$ cat config.mk
export PLATFORM = sky130hd
export DESIGN_NAME = slip_frame_encoder
export DESIGN_NICKNAME = d
export VERILOG_FILES = /design/src/rtl/slip_pkg.sv /design/src/rtl/slip_frame_encoder.sv
export SDC_FILE = /design/constraint.sdc
export NUM_CORES = 1
export LEC_CHECK = 0
export BUFFER_PORTS_ARGS = -buffer_cell sky130_fd_sc_hd__buf_2
export CORE_UTILIZATION = 40
export DETAILED_ROUTE_END_ITERATION = 8
export PLACE_DENSITY = 0.56
export SETUP_SLACK_MARGIN = 0.2
export SLEW_MARGIN = 20
export SYNTH_ARGS = -nofsm -noshare
export SYNTH_HDL_FRONTEND = slang
export SYNTH_SLANG_ARGS = --single-unit
$ cat constraint.sdc
create_clock -name clock -period 3.7 [get_ports clock]
set_input_delay 0.185 -clock clock [delete_from_list [all_inputs] [get_ports clock]]
set_output_delay 0.185 -clock clock [all_outputs]
set_load 0.01 [all_outputs]
$ cat src/rtl/slip_pkg.sv
// Package with the shared codes and types of the SLIP frame encoder.
package slip_pkg;

   localparam logic [7:0] FRAME_MARK = 8'd192;
   localparam logic [7:0] ESC_MARK   = 8'd219;
   localparam logic [7:0] ESC_FRAME  = 8'd220;
   localparam logic [7:0] ESC_ESC    = 8'd221;
   localparam logic [7:0] ACK_CODE   = 8'd69;
   localparam logic [7:0] NACK_CODE  = 8'd96;
   localparam logic [7:0] LOW_MASK   = 8'hFF;

   localparam int ENTRY_COUNT = 7;
   localparam int ENTRY_BITS  = 3;

   typedef enum logic [1:0] {
      OP_START   = 2'd0,
      OP_PAYLOAD = 2'd1,
      OP_ACK     = 2'd2,
      OP_NACK    = 2'd3
   } op_type;

   typedef struct packed {
      logic [7:0] value;
      logic       escape;
      logic       closing;
   } entry_type;

endpackage

$ cat src/rtl/slip_frame_encoder.sv
// The first line byte of a transaction passes through the item register, then the output register.
// The emitter sends an item's line bytes one after another: one or two for a payload byte,
// four to seven for one that closes its frame, four to twelve for a start.
// Single-byte items are taken in every cycle while the output is not stalled; the emitter sets the sustained rate.
// Reset is synchronous and active high: no frame open, counters cleared, output empty.
module slip_frame_encoder (
   input  logic        clock,
   input  logic        reset,
   input  logic        req_tvalid,
   output logic        req_tready,
   input  logic [31:0] req_tdata,   // channel_id [7:0], payload_length [23:8], data_byte [31:24]
   input  logic [1:0]  req_tuser,   // operation [1:0]
   output logic        rsp_tvalid,
   input  logic        rsp_tready,
   output logic [7:0]  rsp_tdata,   // line_byte [7:0]
   output logic        rsp_tlast,
   output logic        rsp_tuser    // frame_closed [0]
);
   import slip_pkg::*;

   logic                  frame_open_ff, frame_open_in;
   logic [15:0]           remaining_ff, remaining_in;
   logic [15:0]           sum_ff, sum_in;

   logic                  item_valid_ff, item_valid_in;
   entry_type             entry_ff [ENTRY_COUNT];
   entry_type             entry_in [ENTRY_COUNT];
   logic [ENTRY_BITS-1:0] count_ff, count_in;
   logic [ENTRY_BITS-1:0] idx_ff, idx_in;
   logic                  half_ff, half_in;

   logic                  rsp_valid_ff, rsp_valid_in;
   logic [7:0]            rsp_byte_ff, rsp_byte_in;
   logic                  rsp_last_ff, rsp_last_in;
   logic                  rsp_close_ff, rsp_close_in;

   op_type                op;
   logic [7:0]            channel;
   logic [15:0]           length;
   logic [7:0]            data_byte;
   logic [15:0]           start_sum;
   logic [15:0]           payload_sum;
   logic [15:0]           remaining_dec;
   logic                  accept;
   logic                  produce;

   entry_type             cur;
   logic                  needs_esc;
   logic                  entry_done;
   logic                  item_done;
   logic                  load_out;

   assign op        = op_type'(req_tuser);
   assign channel   = req_tdata[7:0];
   assign length    = req_tdata[23:8];
   assign data_byte = req_tdata[31:24];

   assign start_sum     = {8'd0, channel} + {8'd0, length[15:8]} + {8'd0, length[7:0]};
   assign payload_sum   = sum_ff + {8'd0, data_byte};
   assign remaining_dec = remaining_ff - 16'd1;

   assign cur        = entry_ff[idx_ff];
   assign needs_esc  = cur.escape && (cur.value == FRAME_MARK || cur.value == ESC_MARK);
   assign entry_done = !needs_esc || half_ff;
   assign item_done  = entry_done && (idx_ff == count_ff - ENTRY_BITS'(1));
   assign load_out   = item_valid_ff && (!rsp_valid_ff || rsp_tready);

   assign req_tready = !item_valid_ff || (load_out && item_done);
   assign accept     = req_tvalid && req_tready;
   assign produce    = accept && !(op == OP_PAYLOAD && !frame_open_ff);

   always_comb begin
      frame_open_in = frame_open_ff;
      remaining_in  = remaining_ff;
      sum_in        = sum_ff;
      count_in      = count_ff;
      for (int i = 0; i < ENTRY_COUNT; i++) begin
         entry_in[i] = '0;
      end
      unique case (op)
         OP_START: begin
            entry_in[0] = '{value: FRAME_MARK,      escape: 1'b0, closing: 1'b0};
            entry_in[1] = '{value: channel,         escape: 1'b1, closing: 1'b0};
            entry_in[2] = '{value: length[15:8],    escape: 1'b1, closing: 1'b0};
            entry_in[3] = '{value: length[7:0],     escape: 1'b1, closing: 1'b0};
            entry_in[4] = '{value: start_sum[15:8], escape: 1'b1, closing: 1'b0};
            entry_in[5] = '{value: start_sum[7:0] & LOW_MASK, escape: 1'b1, closing: 1'b0};
            entry_in[6] = '{value: FRAME_MARK,      escape: 1'b0, closing: 1'b1};
            sum_in = start_sum;
            if (length == 16'd0) begin
               count_in      = ENTRY_BITS'(7);
               frame_open_in = 1'b0;
               remaining_in  = 16'd0;
            end else begin
               count_in      = ENTRY_BITS'(4);
               frame_open_in = 1'b1;
               remaining_in  = length;
            end
         end
         OP_PAYLOAD: begin
            entry_in[0] = '{value: data_byte,         escape: 1'b1, closing: 1'b0};
            entry_in[1] = '{value: payload_sum[15:8], escape: 1'b1, closing: 1'b0};
            entry_in[2] = '{value: payload_sum[7:0],  escape: 1'b1, closing: 1'b0};
            entry_in[3] = '{value: FRAME_MARK,        escape: 1'b0, closing: 1'b1};
            if (frame_open_ff) begin
               sum_in = payload_sum;
               if (remaining_dec == 16'd0) begin
                  count_in      = ENTRY_BITS'(4);
                  frame_open_in = 1'b0;
                  remaining_in  = 16'd0;
               end else begin
                  count_in     = ENTRY_BITS'(1);
                  remaining_in = remaining_dec;
               end
            end
         end
         OP_ACK: begin
            entry_in[0] = '{value: ACK_CODE, escape: 1'b1, closing: 1'b0};
            count_in    = ENTRY_BITS'(1);
         end
         OP_NACK: begin
            entry_in[0] = '{value: NACK_CODE, escape: 1'b1, closing: 1'b0};
            count_in    = ENTRY_BITS'(1);
         end
         default: begin
            count_in = count_ff;
         end
      endcase
   end

   always_comb begin
      item_valid_in = item_valid_ff;
      idx_in        = idx_ff;
      half_in       = half_ff;
      if (accept) begin
         item_valid_in = produce;
         idx_in        = '0;
         half_in       = 1'b0;
      end else if (load_out) begin
         if (item_done) begin
            item_valid_in = 1'b0;
         end
         if (entry_done) begin
            idx_in  = idx_ff + ENTRY_BITS'(1);
            half_in = 1'b0;
         end else begin
            half_in = 1'b1;
         end
      end
   end

   always_comb begin
      rsp_valid_in = rsp_valid_ff;
      rsp_byte_in  = rsp_byte_ff;
      rsp_last_in  = rsp_last_ff;
      rsp_close_in = rsp_close_ff;
      if (load_out) begin
         rsp_valid_in = 1'b1;
         rsp_last_in  = item_done;
         rsp_close_in = cur.closing;
         if (!needs_esc) begin
            rsp_byte_in = cur.value;
         end else if (!half_ff) begin
            rsp_byte_in = ESC_MARK;
         end else if (cur.value == FRAME_MARK) begin
            rsp_byte_in = ESC_FRAME;
         end else begin
            rsp_byte_in = ESC_ESC;
         end
      end else if (rsp_tready) begin
         rsp_valid_in = 1'b0;
      end
   end

   always_ff @(posedge clock) begin
      if (reset) begin
         frame_open_ff <= 1'b0;
         remaining_ff  <= '0;
         sum_ff        <= '0;
         item_valid_ff <= 1'b0;
         count_ff      <= '0;
         idx_ff        <= '0;
         half_ff       <= 1'b0;
         rsp_valid_ff  <= 1'b0;
      end else begin
         if (produce) begin
            frame_open_ff <= frame_open_in;
            remaining_ff  <= remaining_in;
            sum_ff        <= sum_in;
            count_ff      <= count_in;
         end
         item_valid_ff <= item_valid_in;
         idx_ff        <= idx_in;
         half_ff       <= half_in;
         rsp_valid_ff  <= rsp_valid_in;
      end
   end

   always_ff @(posedge clock) begin
      if (produce) begin
         for (int i = 0; i < ENTRY_COUNT; i++) begin
            entry_ff[i] <= entry_in[i];
         end
      end
      rsp_byte_ff  <= rsp_byte_in;
      rsp_last_ff  <= rsp_last_in;
      rsp_close_ff <= rsp_close_in;
   end

   assign rsp_tvalid = rsp_valid_ff;
   assign rsp_tdata  = rsp_byte_ff;
   assign rsp_tlast  = rsp_last_ff;
   assign rsp_tuser  = rsp_close_ff;

endmodule

==> impl_table.tex <==
\begin{tabular}{lr}
\hline
Metric & Value \\
\hline
\multicolumn{2}{l}{\textbf{Routing}} \\
\quad ANT nets after route & 0 \\
\quad Via density per instance & 5.72 \\
\quad WL final & 16500 µm \\
\quad Pre-antenna DRT Iters & 7 \\
\quad Wire length per cell after detailed routing & 19.1 µm \\
\quad Residual DRC & 0 \\
\quad Total via count in the routed design & 4962 \\
\quad DRC marker count from the first detailed-route iteration & 329 \\
\multicolumn{2}{l}{\textbf{Clock network}} \\
\quad Root Buffer Master & clkbuf\_16 \\
\quad \# clock sinks & 101 \\
\quad Clock latency on the worst-skew pair & 0.36 ns \\
\quad Post-CTS sizing & 0 \\
\quad CTS HTree Levels & 3 \\
\quad Number of buffers created by CTS & 9 \\
\quad Post-CTS setup buffer count & 0 \\
\quad Register clock-pin slew on the reported worst setup and hold paths & 0.07 ns \\
\quad CTS hold repair buffers & 0 \\
\quad Buffer depth of the longest clock path & 2 \\
\quad TritonCTS clock tree & yes \\
\multicolumn{2}{l}{\textbf{Critical path}} \\
\quad Critical path type & reg -> reg \\
\quad Required time reported for the critical path endpoint & 3.94 ns \\
\quad Category of the worst setup path capture point & flop \\
\quad Largest fanout on the critical path & 16 \\
\quad CP Data Arrival Time & 3.51 ns \\
\quad Worst Setup Start Kind & flop \\
\multicolumn{2}{l}{\textbf{Layout}} \\
\quad Fill cell total of the finished layout & 1423 \\
\quad Post-layout net count & 745 \\
\quad Commonest non-fill, non-tap cells in the layout & 74 x nor2\_1, 66 x nand2\_1, 56 x edfxtp\_1 \\
\quad Most common cell after layout, fill and taps aside & nor2\_1 \\
\quad Diodes inserted & 0 \\
\quad Share of post-route cells with drive strength above 1 & 0.149 \\
\quad Sequential cell area in the final layout & 2580 µm² \\
\quad Layout-stage area growth over the synthesis result & 11.4\% \\
\quad Total area of multi-input combinational cells & 3210 µm² \\
\multicolumn{2}{l}{\textbf{Floorplan}} \\
\quad Starting density of the core & 0.414 \\
\quad DIE AREA & 15600 µm² \\
\quad Vert. Die Dim & 125 µm \\
\quad Width of the die & 125 µm \\
\quad Rows & 44 \\
\quad Number of placed I/O pins & 50 \\
\quad Total core area & 14600 µm² \\
\multicolumn{2}{l}{\textbf{STA}} \\
\quad Final Hold Slack & 0.118 ns \\
\quad Post-route fraction of the period consumed by the critical path & 0.883 \\
\quad Final hold violation count & 0 \\
\quad Worst Tran Pin Value & 0.891 ns \\
\quad Worst Clk Skew & 0.00950 ns \\
\quad Highest clock rate & 0.306 GHz \\
\quad Number of setup violations in the final report & 0 \\
\quad Tmin final & 3.27 ns \\
\quad Relative slew slack & 0.402 \\
\quad Final-layout setup total negative slack & 0 ns \\
\quad Number of slew-limit violations in the final report & 0 \\
\quad Unrepaired setup endpoints after global routing & no \\
\multicolumn{2}{l}{\textbf{Synth}} \\
\quad Count of unique library cells instantiated by Yosys & 72 \\
\quad Post-synth top area share & 0.278 \\
\quad Share of flip-flops with an asynchronous set or reset & 0 \\
\quad Synth area leader & edfxtp\_1 \\
\quad Yosys Warn Count & 0 \\
\quad EDFF count, synth & 56 \\
\quad Synth Flop Type & edfxtp\_1 \\
\quad Dominant cells by area after synthesis & edfxtp\_1 28\%, dfxtp\_1 15\%, nor2\_1 4.6\%, nand2\_1 4.1\%, ha\_1 3.9\% \\
\quad Synthesized Nets & 705 \\
\quad Share of the yosys chip area belonging to registers & 0.426 \\
\quad Post-synthesis cell area & 6060 µm² \\
\quad Count of mapped cells out of synthesis & 638 \\
\quad FF+latch count, synth & 101 \\
\quad Average instance area after synthesis & 9.49 µm² \\
\multicolumn{2}{l}{\textbf{Global routing}} \\
\quad Remaining Overflow, GRT & 0 \\
\quad Vias in the first global route & 4844 \\
\quad First-pass GRT wire length & 26600 µm \\
\quad All-Layer GR Usage & 0.221 \\
\quad Pin count of the biggest net entering global routing & 47 \\
\quad Antenna violations before repair & 0 \\
\multicolumn{2}{l}{\textbf{Placement}} \\
\quad Global placer's final weighted congestion & 0.899 \\
\quad Buffers added on ports & 49 \\
\quad Half-perimeter wire length of the detailed placement result & 12200 µm \\
\multicolumn{2}{l}{\textbf{Outcome}} \\
\quad Run status & finished, final reports clean \\
\multicolumn{2}{l}{\textbf{Power and ir drop}} \\
\quad Power per unit of standard cell area & 421 nW/µm² \\
\quad Worst-case vdd ir drop & 0.226 mV \\
\quad Leakage power of the design & 0.00254 µW \\
\multicolumn{2}{l}{\textbf{Flow run}} \\
\quad Count of max-cap constraint violations & 0 \\
\multicolumn{2}{l}{\textbf{Hold path}} \\
\quad Worst min path class & in -> reg \\
\hline
\end{tabular}
layout make-up:
| cell class | instances | share of cell area |
|---|---|---|
| timing repair buffer | 63 | 0.0519 |
| clock inverter | 5 | 0.00612 |
| tap | 184 | 0.0341 |
| sequential | 101 | 0.383 |
| clock buffer | 11 | 0.0374 |
| inverter | 23 | 0.0128 |
| multi-input combinational | 480 | 0.475 |
critical path, stage by stage (launching register included):
cell	delay (ns)
dfxtp_1	0.66
buf_4	0.25
nand2b_1	0.17
o22ai_1	0.10
o2bb2a_1	0.32
nand4b_1	0.16
nor2b_1	0.26
or2_1	0.58
buf_4	0.30
nand2_1	0.08
a32o_1	0.26
path summary, 6_finish.rpt:
| kind | start | end | slack (ns) | cells after the start |
|---|---|---|---|---|
| setup / recovery | flop | sum_ff[13] | 0.43 | 10 |
| hold / removal | rsp_tready | rsp_tvalid | 0.12 | 3 |
| hold reg to reg | sum_ff[3] | sum_ff[3] | 0.47 | 2 |
| setup reg to reg | flop | sum_ff[13] | 0.43 | 10 |
synth_stat cells, types with 7 or more instances:
cell type	count
nand2_1	66
nand2b_1	7
a211oi_1	9
ha_1	19
nor3_1	24
or3_1	7
xor2_1	10
and2_1	13
nor4_1	7
a21oi_1	39
dfxtp_1	45
fa_1	10
o21ai_0	36
nor2_1	75
xnor2_1	16
edfxtp_1	56
inv_1	22
clkbuf_1	18
mux2i_1	20
nand3_1	13
cell families after synthesis:
group | share of synthesized area
adder cells (fa/ha/maj) | 0.0723
flip-flops | 0.426
AND/OR/NAND/NOR | 0.190
AO/OA/AOI/OAI | 0.177
XOR/XNOR | 0.0376
buffers and inverters | 0.0448
multiplexers | 0.0523
per-layer routing:
metal | wire, µm | global-route usage | vias up
met3 | 766 | 0.0526 | 26
met5 | 0 | 0 | -
met1 | 7620 | 0.296 | 2383
met4 | 395 | 0.0725 | 0
li1 | - | - | 2411
met2 | 7750 | 0.353 | 142
stage by stage:
stage	setup slack, ns	util	total power (µW)	cells	instance area, µm²
after floorplan	0.694	-	1720	638	6060
after global placement	0.422	0.441	1910	851	6450
after detailed placement	0.473	0.441	1910	851	6450
after CTS	0.434	0.461	2860	867	6750
after global routing	0.271	0.461	2980	867	6750
final	0.433	0.461	2840	867	6750
sequential cells by signal (all words and copies together), names as in the netlist, named ones only:
name,cells
remaining_ff,16
idx_ff,3
count_ff,3
sum_ff,16
rsp_tlast,1
rsp_tvalid,1
half_ff,1
item_valid_ff,1
rsp_tdata,8
frame_open_ff,1
rsp_tuser,1
entry_ff,46
report_power, final:
part           internal, µW  switching [µW]  total (µW)
Combinational           225             368         593
Clock                   500             450         950
Sequential             1260            38.9        1300
Total                  1990             857        2840
No activity file was read; power rests on OpenSTA's default activity.
